`src/ilide_pkg.sv`:
```
// Shared types, codes and sizes for the indexed list insert/delete engine.
package ilide_pkg;

   localparam int CAPACITY    = 64;
   localparam int VALUE_WIDTH = 32;
   localparam int ADDR_W      = $clog2(CAPACITY);
   localparam int CNT_W       = $clog2(CAPACITY + 1);
   localparam int OPC_W       = 4;
   localparam int STAT_W      = 3;
   localparam int FIDX_W      = 7;
   localparam int POS_W       = 6;
   localparam int REQ_BITS    = OPC_W + POS_W + VALUE_WIDTH;
   localparam int RSP_BITS    = STAT_W + VALUE_WIDTH + FIDX_W + CNT_W;
   localparam int REQ_W       = ((REQ_BITS + 7) / 8) * 8;
   localparam int RSP_W       = ((RSP_BITS + 7) / 8) * 8;

   typedef enum logic [OPC_W-1:0] {
      OP_INS_BEFORE = 4'd0,
      OP_INS_AFTER  = 4'd1,
      OP_PUSH_BACK  = 4'd2,
      OP_POP_FRONT  = 4'd3,
      OP_POP_BACK   = 4'd4,
      OP_DELETE_AT  = 4'd5,
      OP_READ_AT    = 4'd6,
      OP_FIND       = 4'd7,
      OP_CLEAR      = 4'd8
   } op_type;

   typedef enum logic [STAT_W-1:0] {
      ST_OK     = 3'd0,
      ST_FULL   = 3'd1,
      ST_EMPTY  = 3'd2,
      ST_BADPOS = 3'd3,
      ST_NULL   = 3'd4
   } status_type;

   typedef enum logic [3:0] {
      S_IDLE,
      S_CHECK,
      S_UP_RD,
      S_UP_WR,
      S_PUT,
      S_TAKE_RD,
      S_TAKE,
      S_DN_RD,
      S_DN_WR,
      S_FIND_RD,
      S_FIND_CMP,
      S_DONE
   } state_type;

   typedef enum logic [2:0] {
      PTR_HOLD,
      PTR_COUNT,
      PTR_AT,
      PTR_CNT_M1,
      PTR_DEC,
      PTR_INC
   } ptr_cmd_type;

   typedef enum logic [1:0] {
      RD_PTR,
      RD_PTR_M1,
      RD_PTR_P1
   } rd_sel_type;

   typedef enum logic [1:0] {
      CNT_HOLD,
      CNT_INC,
      CNT_DEC,
      CNT_CLEAR
   } cnt_cmd_type;

   typedef struct packed {
      logic        load_req;
      ptr_cmd_type ptr_cmd;
      rd_sel_type  rd_sel;
      logic        wr_en;
      logic        wr_put;
      cnt_cmd_type cnt_cmd;
      logic        init_result;
      logic        take_value;
      logic        set_fidx;
      logic        set_miss;
      logic        rsp_load;
   } ctl_type;

   typedef struct packed {
      op_type op;
      logic   chk_ok;
      logic   cnt_eq_at;
      logic   ptr_m1_eq_at;
      logic   ptr_p1_lt_cnt;
      logic   ptr_p2_lt_cnt;
      logic   ptr_zero;
      logic   match;
      logic   out_free;
   } dp_status_type;

endpackage

```
`src/ilide_ctrl.sv`:
```
// Controller state machine: sequences checks, memory sweeps and the result beat.
module ilide_ctrl (
   input  logic                   clock,
   input  logic                   reset,
   input  logic                   req_tvalid,
   output logic                   req_tready,
   input  ilide_pkg::dp_status_type dp_st,
   output ilide_pkg::ctl_type     ctl
);
   import ilide_pkg::*;

   state_type state_ff, state_in;

   always_ff @(posedge clock) begin
      if (reset) begin
         state_ff <= S_IDLE;
      end else begin
         state_ff <= state_in;
      end
   end

   // Next state.
   always_comb begin
      state_in = state_ff;
      case (state_ff)
         S_IDLE: begin
            if (req_tvalid) state_in = S_CHECK;
         end
         S_CHECK: begin
            if (!dp_st.chk_ok) begin
               state_in = S_DONE;
            end else begin
               case (dp_st.op)
                  OP_INS_BEFORE, OP_INS_AFTER, OP_PUSH_BACK: begin
                     state_in = dp_st.cnt_eq_at ? S_PUT : S_UP_RD;
                  end
                  OP_POP_FRONT, OP_POP_BACK, OP_DELETE_AT, OP_READ_AT: begin
                     state_in = S_TAKE_RD;
                  end
                  OP_FIND: state_in = S_FIND_RD;
                  default: state_in = S_DONE;
               endcase
            end
         end
         S_UP_RD:   state_in = S_UP_WR;
         S_UP_WR:   state_in = dp_st.ptr_m1_eq_at ? S_PUT : S_UP_RD;
         S_PUT:     state_in = S_DONE;
         S_TAKE_RD: state_in = S_TAKE;
         S_TAKE: begin
            if (dp_st.op == OP_READ_AT) state_in = S_DONE;
            else if (dp_st.ptr_p1_lt_cnt) state_in = S_DN_RD;
            else state_in = S_DONE;
         end
         S_DN_RD:   state_in = S_DN_WR;
         S_DN_WR:   state_in = dp_st.ptr_p2_lt_cnt ? S_DN_RD : S_DONE;
         S_FIND_RD: state_in = S_FIND_CMP;
         S_FIND_CMP: begin
            if (dp_st.match || dp_st.ptr_zero) state_in = S_DONE;
            else state_in = S_FIND_RD;
         end
         S_DONE: begin
            if (dp_st.out_free) state_in = S_IDLE;
         end
         default: state_in = S_IDLE;
      endcase
   end

   // Commands to the datapath.
   always_comb begin
      ctl         = '0;
      ctl.ptr_cmd = PTR_HOLD;
      ctl.rd_sel  = RD_PTR;
      ctl.cnt_cmd = CNT_HOLD;
      req_tready  = 1'b0;
      case (state_ff)
         S_IDLE: begin
            // No beat is taken while reset is held.
            req_tready   = !reset;
            ctl.load_req = req_tvalid && !reset;
         end
         S_CHECK: begin
            ctl.init_result = 1'b1;
            if (dp_st.chk_ok) begin
               case (dp_st.op)
                  OP_INS_BEFORE, OP_INS_AFTER, OP_PUSH_BACK: ctl.ptr_cmd = PTR_COUNT;
                  OP_POP_FRONT, OP_POP_BACK, OP_DELETE_AT, OP_READ_AT: begin
                     ctl.ptr_cmd = PTR_AT;
                  end
                  OP_FIND:  ctl.ptr_cmd = PTR_CNT_M1;
                  OP_CLEAR: ctl.cnt_cmd = CNT_CLEAR;
                  default:  ctl.ptr_cmd = PTR_HOLD;
               endcase
            end
         end
         S_UP_RD: ctl.rd_sel = RD_PTR_M1;
         S_UP_WR: begin
            ctl.wr_en   = 1'b1;
            ctl.ptr_cmd = PTR_DEC;
         end
         S_PUT: begin
            ctl.wr_en   = 1'b1;
            ctl.wr_put  = 1'b1;
            ctl.cnt_cmd = CNT_INC;
         end
         S_TAKE_RD: ctl.rd_sel = RD_PTR;
         S_TAKE: begin
            ctl.take_value = 1'b1;
            if (dp_st.op != OP_READ_AT && !dp_st.ptr_p1_lt_cnt) ctl.cnt_cmd = CNT_DEC;
         end
         S_DN_RD: ctl.rd_sel = RD_PTR_P1;
         S_DN_WR: begin
            ctl.wr_en   = 1'b1;
            ctl.ptr_cmd = PTR_INC;
            if (!dp_st.ptr_p2_lt_cnt) ctl.cnt_cmd = CNT_DEC;
         end
         S_FIND_RD: ctl.rd_sel = RD_PTR;
         S_FIND_CMP: begin
            if (dp_st.match) ctl.set_fidx = 1'b1;
            else if (dp_st.ptr_zero) ctl.set_miss = 1'b1;
            else ctl.ptr_cmd = PTR_DEC;
         end
         S_DONE: ctl.rsp_load = dp_st.out_free;
         default: ctl.load_req = 1'b0;
      endcase
   end

   // The list store is only written while a request is being worked on.
   a_no_write_idle: assert property (@(posedge clock) disable iff (reset)
      (state_ff == S_IDLE) |-> !ctl.wr_en)
      else $error("list store written while idle");

   // A result is loaded only from the final state.
   a_load_from_done: assert property (@(posedge clock) disable iff (reset)
      ctl.rsp_load |-> (state_ff == S_DONE))
      else $error("result loaded outside the final state");

   // A request beat is only offered to be taken while idle.
   a_ready_idle: assert property (@(posedge clock) disable iff (reset)
      req_tready |-> (state_ff == S_IDLE))
      else $error("request ready outside the idle state");

endmodule

```
`src/ilide_dpath.sv`:
```
// Datapath: list store, count, sweep pointer, checks and the result register.
module ilide_dpath (
   input  logic                      clock,
   input  logic                      reset,
   input  logic [ilide_pkg::REQ_W-1:0] req_tdata,
   input  ilide_pkg::ctl_type        ctl,
   output ilide_pkg::dp_status_type  dp_st,
   output logic                      rsp_tvalid,
   input  logic                      rsp_tready,
   output logic [ilide_pkg::RSP_W-1:0] rsp_tdata
);
   import ilide_pkg::*;

   logic [VALUE_WIDTH-1:0] entries_ff [CAPACITY];
   logic [VALUE_WIDTH-1:0] rdata_ff;

   op_type                 op_ff, op_in;
   logic [POS_W-1:0]       pos_ff, pos_in;
   logic [VALUE_WIDTH-1:0] val_ff, val_in;
   logic [CNT_W-1:0]       count_ff, count_in;
   logic [ADDR_W-1:0]      ptr_ff, ptr_in;
   status_type             res_status_ff, res_status_in;
   logic [VALUE_WIDTH-1:0] rv_ff, rv_in;
   logic [FIDX_W-1:0]      fidx_ff, fidx_in;
   logic                   rsp_valid_ff, rsp_valid_in;
   logic [RSP_W-1:0]       rsp_data_ff, rsp_data_in;

   status_type             chk_status;
   logic [ADDR_W-1:0]      at_c;
   logic [CNT_W-1:0]       count_m1;
   logic [CNT_W-1:0]       pos_ext;
   logic [CNT_W-1:0]       ptr_ext;
   logic                   val_zero;
   logic                   full;
   logic                   empty;
   logic [ADDR_W-1:0]      rd_addr;
   logic [ADDR_W-1:0]      wr_addr;
   logic [VALUE_WIDTH-1:0] wr_data;

   assign count_m1 = count_ff - CNT_W'(1);
   assign pos_ext  = CNT_W'(pos_ff);
   assign ptr_ext  = CNT_W'(ptr_ff);
   assign val_zero = (val_ff == '0);
   assign full     = (count_ff == CNT_W'(CAPACITY));
   assign empty    = (count_ff == '0);

   // Checks in order: null value, full, empty, bad position.
   always_comb begin
      chk_status = ST_OK;
      at_c       = pos_ff[ADDR_W-1:0];
      case (op_ff)
         OP_INS_BEFORE: begin
            if (val_zero) chk_status = ST_NULL;
            else if (full) chk_status = ST_FULL;
            else if (pos_ext > count_ff) chk_status = ST_BADPOS;
         end
         OP_INS_AFTER: begin
            at_c = pos_ff[ADDR_W-1:0] + ADDR_W'(1);
            if (val_zero) chk_status = ST_NULL;
            else if (full) chk_status = ST_FULL;
            else if (empty) chk_status = ST_EMPTY;
            else if (pos_ext >= count_ff) chk_status = ST_BADPOS;
         end
         OP_PUSH_BACK: begin
            at_c = count_ff[ADDR_W-1:0];
            if (val_zero) chk_status = ST_NULL;
            else if (full) chk_status = ST_FULL;
         end
         OP_POP_FRONT: begin
            at_c = '0;
            if (empty) chk_status = ST_EMPTY;
         end
         OP_POP_BACK: begin
            at_c = count_m1[ADDR_W-1:0];
            if (empty) chk_status = ST_EMPTY;
         end
         OP_DELETE_AT, OP_READ_AT: begin
            if (empty) chk_status = ST_EMPTY;
            else if (pos_ext >= count_ff) chk_status = ST_BADPOS;
         end
         OP_FIND: begin
            if (val_zero || empty) chk_status = ST_NULL;
         end
         default: chk_status = ST_OK;
      endcase
   end

   always_comb begin
      dp_st.op            = op_ff;
      dp_st.chk_ok        = (chk_status == ST_OK);
      dp_st.cnt_eq_at     = (count_ff == CNT_W'(at_c));
      dp_st.ptr_m1_eq_at  = ((ptr_ff - ADDR_W'(1)) == at_c);
      dp_st.ptr_p1_lt_cnt = ((ptr_ext + CNT_W'(1)) < count_ff);
      dp_st.ptr_p2_lt_cnt = ((ptr_ext + CNT_W'(2)) < count_ff);
      dp_st.ptr_zero      = (ptr_ff == '0);
      dp_st.match         = (rdata_ff == val_ff);
      dp_st.out_free      = !rsp_valid_ff || rsp_tready;
   end

   always_comb begin
      case (ctl.rd_sel)
         RD_PTR_M1: rd_addr = ptr_ff - ADDR_W'(1);
         RD_PTR_P1: rd_addr = ptr_ff + ADDR_W'(1);
         default:   rd_addr = ptr_ff;
      endcase
      wr_addr = ctl.wr_put ? at_c : ptr_ff;
      wr_data = ctl.wr_put ? val_ff : rdata_ff;
   end

   // Single write port and one registered read port.
   always_ff @(posedge clock) begin
      if (ctl.wr_en) entries_ff[wr_addr] <= wr_data;
      rdata_ff <= entries_ff[rd_addr];
   end

   always_comb begin
      op_in  = op_ff;
      pos_in = pos_ff;
      val_in = val_ff;
      if (ctl.load_req) begin
         op_in  = op_type'(req_tdata[OPC_W-1:0]);
         pos_in = req_tdata[OPC_W +: POS_W];
         val_in = req_tdata[OPC_W+POS_W +: VALUE_WIDTH];
      end

      case (ctl.cnt_cmd)
         CNT_INC:   count_in = count_ff + CNT_W'(1);
         CNT_DEC:   count_in = count_m1;
         CNT_CLEAR: count_in = '0;
         default:   count_in = count_ff;
      endcase

      case (ctl.ptr_cmd)
         PTR_COUNT:  ptr_in = count_ff[ADDR_W-1:0];
         PTR_AT:     ptr_in = at_c;
         PTR_CNT_M1: ptr_in = count_m1[ADDR_W-1:0];
         PTR_DEC:    ptr_in = ptr_ff - ADDR_W'(1);
         PTR_INC:    ptr_in = ptr_ff + ADDR_W'(1);
         default:    ptr_in = ptr_ff;
      endcase

      res_status_in = res_status_ff;
      rv_in         = rv_ff;
      fidx_in       = fidx_ff;
      if (ctl.init_result) begin
         res_status_in = chk_status;
         rv_in         = '0;
         fidx_in       = (op_ff == OP_FIND && chk_status != ST_OK) ? '1 : '0;
      end
      if (ctl.take_value) rv_in = rdata_ff;
      if (ctl.set_fidx) fidx_in = FIDX_W'(ptr_ff);
      if (ctl.set_miss) begin
         res_status_in = ST_NULL;
         fidx_in       = '1;
      end

      rsp_data_in  = rsp_data_ff;
      rsp_valid_in = rsp_valid_ff && !rsp_tready;
      if (ctl.rsp_load) begin
         rsp_valid_in = 1'b1;
         rsp_data_in  = RSP_W'({count_ff, fidx_ff, rv_ff, res_status_ff});
      end
   end

   always_ff @(posedge clock) begin
      if (reset) begin
         count_ff     <= '0;
         rsp_valid_ff <= 1'b0;
      end else begin
         count_ff     <= count_in;
         rsp_valid_ff <= rsp_valid_in;
      end
   end

   always_ff @(posedge clock) begin
      op_ff         <= op_in;
      pos_ff        <= pos_in;
      val_ff        <= val_in;
      ptr_ff        <= ptr_in;
      res_status_ff <= res_status_in;
      rv_ff         <= rv_in;
      fidx_ff       <= fidx_in;
      rsp_data_ff   <= rsp_data_in;
   end

   assign rsp_tvalid = rsp_valid_ff;
   assign rsp_tdata  = rsp_data_ff;

   a_count_range: assert property (@(posedge clock) disable iff (reset)
      count_ff <= CNT_W'(CAPACITY))
      else $error("entry count beyond capacity");

   // The count moves by one per request, or drops to zero on clear.
   a_count_step: assert property (@(posedge clock) disable iff (reset)
      !$past(reset) |-> (count_ff == $past(count_ff)) ||
                        (count_ff == $past(count_ff) + CNT_W'(1)) ||
                        (count_ff == $past(count_ff) - CNT_W'(1)) ||
                        (count_ff == '0))
      else $error("entry count jumped");

   // Shifts never write past the slot just above the last held entry.
   a_write_in_list: assert property (@(posedge clock) disable iff (reset)
      ctl.wr_en |-> (CNT_W'(wr_addr) <= count_ff))
      else $error("list store written beyond the list");

   a_status_code: assert property (@(posedge clock) disable iff (reset)
      rsp_valid_ff |-> (rsp_data_ff[STAT_W-1:0] <= ST_NULL))
      else $error("result beat carries an undefined status");

endmodule

```
`src/indexed_list_insert_delete_engine_top.sv`:
```
// A request beat is checked and ends in a registered result beat; a failed check, a clear or an
// unknown opcode go straight to it. An insert shifts entries up, a pop or delete moves later
// entries down, a find scans from the back; each step is a read state, then a write or compare.
// Throughput: one request at a time; the next request beat is taken the cycle after the result
// is registered, even while that result still waits to be taken.
// Reset clears the count, the controller and the result valid; list contents are not cleared.
module indexed_list_insert_delete_engine_top (
   input  logic                        clock,
   input  logic                        reset,
   input  logic                        req_tvalid,
   output logic                        req_tready,
   // opcode [3:0], position [9:4], entry_value [41:10], zero fill above
   input  logic [ilide_pkg::REQ_W-1:0] req_tdata,
   output logic                        rsp_tvalid,
   input  logic                        rsp_tready,
   // status [2:0], read_value [34:3], found_index [41:35], entry_count [48:42], zero fill above
   output logic [ilide_pkg::RSP_W-1:0] rsp_tdata
);
   import ilide_pkg::*;

   ctl_type       ctl;
   dp_status_type dp_st;

   ilide_ctrl u_ctrl (
      .clock      (clock),
      .reset      (reset),
      .req_tvalid (req_tvalid),
      .req_tready (req_tready),
      .dp_st      (dp_st),
      .ctl        (ctl)
   );

   ilide_dpath u_dpath (
      .clock      (clock),
      .reset      (reset),
      .req_tdata  (req_tdata),
      .ctl        (ctl),
      .dp_st      (dp_st),
      .rsp_tvalid (rsp_tvalid),
      .rsp_tready (rsp_tready),
      .rsp_tdata  (rsp_tdata)
   );

endmodule
```
`config.mk`:
```
export PLATFORM = sky130hd
export DESIGN_NAME = indexed_list_insert_delete_engine_top
export DESIGN_NICKNAME = d
export VERILOG_FILES = /design/src/ilide_pkg.sv /design/src/ilide_ctrl.sv /design/src/ilide_dpath.sv /design/src/indexed_list_insert_delete_engine_top.sv
export SDC_FILE = /design/constraint.sdc
export NUM_CORES = 2
export LEC_CHECK = 0
export ABC_AREA = 0
export ABC_CLOCK_PERIOD_IN_PS = 5600
export CAP_MARGIN = 15
export CORE_MARGIN = 3
export CORE_UTILIZATION = 51
export CTS_BUF_LIST = sky130_fd_sc_hd__clkbuf_4 sky130_fd_sc_hd__clkbuf_8 sky130_fd_sc_hd__clkbuf_16
export CTS_CLUSTER_DIAMETER = 30
export DETAILED_ROUTE_END_ITERATION = 8
export DONT_BUFFER_PORTS = 1
export PLACE_DENSITY = 0.66
export SLEW_MARGIN = 5
export SYNTH_ARGS = -nofsm -noshare
export SYNTH_HDL_FRONTEND = slang
export SYNTH_SLANG_ARGS = --single-unit
```
`constraint.sdc`:
```
create_clock -name clock -period 5.6 [get_ports clock]
set_input_delay 1.12 -clock clock [delete_from_list [all_inputs] [get_ports clock]]
set_output_delay 1.12 -clock clock [all_outputs]
set_load 0.01 [all_outputs]
```
==> summary.md <==
| Metric | Value |
|---|---|
| Crit-path slowest cell | `or3_1` |
| Worst stage delay on the critical path | `0.74 ns` |
| Mean Syn Cell Area | `21.2 µm²` |
| Antenna Nets Post-Route | `0` |
| R2r setup slk | `0.85 ns` |
| Post-CTS Hold Fix Bufs | `0` |
| Total negative slack | `0 ns` |
| Die width | `422 µm` |
| Yosys warning total | `0` |
| Post-synthesis register bit count | `2231` |
| GR Util met3 | `4.46%` |
| CTS tree | `done` |
| Worst-margin pin slew | `1.13 ns` |
| Reg clk slew, reported paths | `0.05 ns` |
| Achievable Freq | `210 MHz` |
| Leak | `35.7 nW` |
| Starting density of the core | `51.7%` |
| Number of flops mapped to enable cells by yosys | `2177` |
| Grt total ovfl | `0` |
| Share of cells above drive strength 1 | `31.9%` |
| Largest area contributor in the netlist | `edfxtp_1` |
| Setup Skew | `0.0869 ns` |
| Ranking of synthesized cells by area | `edfxtp_1 (74%), mux4_2 (13%), mux2i_1 (5.5%)` |
| Clk sink count | `2231` |
| Die H | `422 µm` |
| Initial antenna violation count | `12` |
| CP dominant cell by count | `buf_4` |
| CP required | `6.13 ns` |
| RePlAce Congestion | `0.898` |
| Sequential element share of the synthesized area | `75.5%` |
| First-pass GRT wire length | `306000 µm` |
| Crit path max fanout | `32` |
| Synth async-reset ratio | `0%` |
| Worst Hold End | `u_dpath.val_ff[9]$_DFFE_PP_` |
| Initial detailed-routing violation count | `4339` |
| Io pins | `110` |
| Largest net degree at the start of global routing | `74` |
| Met2 usage | `37.1%` |
| Mapped cell area | `88100 µm²` |
| Setup Buffers After CTS | `0` |
| Slew margin rel. | `24.4%` |
| First drt pass iteration count | `5` |
| CTS Root Cell | `clkbuf_16` |
| Worst Hold Launch | `req_tdata[19]` |
| GRT met1 Usage | `33.3%` |
| Die area | `178000 µm²` |
| CP Class | `flop to flop` |
| Outcome | `completed` |
| Nature of the critical path startpoint | `flop` |
| CTS Buffer Depth | `4` |
| Wirelength, routed | `209000 µm` |
| Top_reg_cell synth | `edfxtp_1` |
| Synth unique cells | `80` |
| Commonest non-fill, non-tap cell in the layout | `edfxtp_1` |
| Vias per inst | `6.02` |
| Tmin final | `4.75 ns` |
| Crit path DAT | `5.28 ns` |
| Vias in the first global route | `44276` |
| RSZ-0062 raised after global routing | `false` |
| H-Tree Depth | `5` |
| CP Capture Type | `flop` |
| Peak supply drop | `0.456 mV` |
| Area grow syn2layout | `22.2%` |
| Mapped Cells | `4162` |
| # resized after CTS | `0` |
| Routed vias | `43356` |
| Critical R2R Launch | `u_dpath.count_ff[0]$_SDFFE_PP0P_` |
| Total GRT Usage | `23.5%` |
| Max-Cap Viols | `0` |
| Worst hold path type | `primary input to flop` |
| Total Nets Final | `4635` |
| Residual DRC | `0` |
| Most used routing layer in global routing | `met2` |
| I/O Buffers | `0` |
| Pwr Density | `637 nW/µm²` |
| Hold_ws | `0.282 ns` |
| FF-to-FF path depth | `11` |
| Hold Vio Cnt, Final | `0` |
| Core box area | `170000 µm²` |
| Final setup viols | `0` |
| Core Rows | `151` |
| Synth top area share | `74.2%` |
| Slew Limit Fails | `0` |
| Worst r2r dst | `u_dpath.entries_ff[23][6]$_DFFE_PP_` |
| Crit path cell chain | `inv_1 -> ha_1 -> nor3b_1 -> xnor2_1 -> nand3_1 -> a32oi_2 -> mux2i_1 -> buf_4 -> or3_1 -> nor2_4 -> buf_4` |
| Average wire per standard cell | `29.0 µm` |
| Worst hold path depth | `0` |
| TritonCTS Buffers | `431` |
| Worst-Skew Late Latency | `0.94 ns` |
| Most frequent cells in the layout | `edfxtp_1 (2177), mux4_2 (512), mux2i_1 (488)` |
| Fin crit share | `84.9%` |
| Detailed Place HPWL | `118000 µm` |
flip-flops by register name, summed over array words and instances (netlist names):
name and cells:
u_dpath.rdata_ff 32, u_dpath.val_ff 32, u_dpath.entries_ff 2048, u_dpath.res_status_ff 3, u_dpath.fidx_ff 7, u_dpath.count_ff 7, u_dpath.pos_ff 6, u_dpath.rsp_tvalid 1
u_dpath.ptr_ff 6, u_dpath.rsp_tdata 49, u_dpath.op_ff 4, u_dpath.rv_ff 32, u_ctrl.state_ff 4
Yosys cell counts, types with 5 or more instances:
cell / n
edfxtp_1: 2177
mux4_2: 512
mux2i_1: 488
nand2_1: 142
nor2_1: 117
clkbuf_1: 110
buf_2: 86
xnor2_1: 55
dfxtp_1: 54
and2_1: 38
o21ai_0: 33
ha_1: 29
nand3_1: 29
a21oi_1: 27
inv_1: 22
nand4_1: 21
buf_1: 19
nor3_1: 14
nand2b_1: 13
nor4_1: 12
a211oi_1: 9
nor2b_1: 8
buf_4: 7
a21boi_0: 6
a21o_1: 6
a22oi_1: 6
mux2_2: 6
o211ai_1: 6
o22ai_1: 6
or3_1: 6
xor2_1: 6
a31oi_1: 5
and3_1: 5
nor3b_1: 5
o21a_1: 5
layer usage:
layer  vias up  share of wire (%)  wire length [µm]
met5         -              0.012                26
li1      18183                  -                 -
met1     22953                 41             86600
met2      1820                 48            101000
met3       396                7.2             15000
met4         4                2.9              6140
cells by family after synthesis:
logic type	count (synthesis)	synth area share, %
multiplexers	1006	18.7
adder cells (fa/ha/maj)	29	0.412
other	1	0.00426
flip-flops	2231	75.5
AO/OA/AOI/OAI	155	1.23
AND/OR/NAND/NOR	433	2.36
buffers and inverters	246	1.22
XOR/XNOR	61	0.607
per-stage QoR:
step	total power, W	area, µm²	util [%]	worst slack [ns]	cells
after global routing	0.0712	108000	63.1	0.672	7197
after CTS	0.0687	107000	62.9	0.889	7173
after detailed placement	0.0432	92500	54.3	0.887	6393
final	0.0686	108000	63.1	0.848	7199
after floorplan	0.0361	88100	-	1.33	4168
after global placement	0.0427	92500	54.3	0.966	6393
power breakdown:
| part | internal, W | switching [W] |
|---|---|---|
| Sequential | 0.0218 | 0.000674 |
| Combinational | 0.00828 | 0.0124 |
| Clock | 0.0169 | 0.00852 |
how the worst max path moves through the flow:
stage | startpoint | endpoint | slack, ns
floorplan | u_dpath.count_ff[0]$_SDFFE_PP0P_ | u_dpath.entries_ff[56][0]$_DFFE_PP_ | 1.33
global placement | u_dpath.count_ff[0]$_SDFFE_PP0P_ | u_dpath.entries_ff[21][9]$_DFFE_PP_ | 0.97
detailed placement | u_dpath.count_ff[0]$_SDFFE_PP0P_ | u_dpath.entries_ff[23][10]$_DFFE_PP_ | 0.89
CTS | u_dpath.count_ff[0]$_SDFFE_PP0P_ | u_dpath.entries_ff[23][6]$_DFFE_PP_ | 0.89
global route | u_dpath.op_ff[0]$_DFFE_PP_ | u_dpath.entries_ff[42][12]$_DFFE_PP_ | 0.67
finish | u_dpath.count_ff[0]$_SDFFE_PP0P_ | u_dpath.entries_ff[23][6]$_DFFE_PP_ | 0.85
worst max-delay path, delay by kind of cell, from the launching register on:
kind | cells | cell delay [ns]
xor+xnor | 1 | 0.41
buf+inv | 3 | 0.97
simple gates | 4 | 1.28
flops | 1 | 0.71
compound gates | 1 | 0.46
fa+ha+maj | 1 | 0.36
mux | 1 | 0.15
layout make-up:
cell class                 instances  area (µm²)
inverter                          22        82.6
timing repair buffer             177        2370
clock buffer                     472       11200
multi-input combinational       1691       21200
fill                           11382       62800
sequential                      2231       66500
tap                             2295        2870
antenna                            3        7.51
clock inverter                   308        3420
Power figures use the tool's default switching activity.
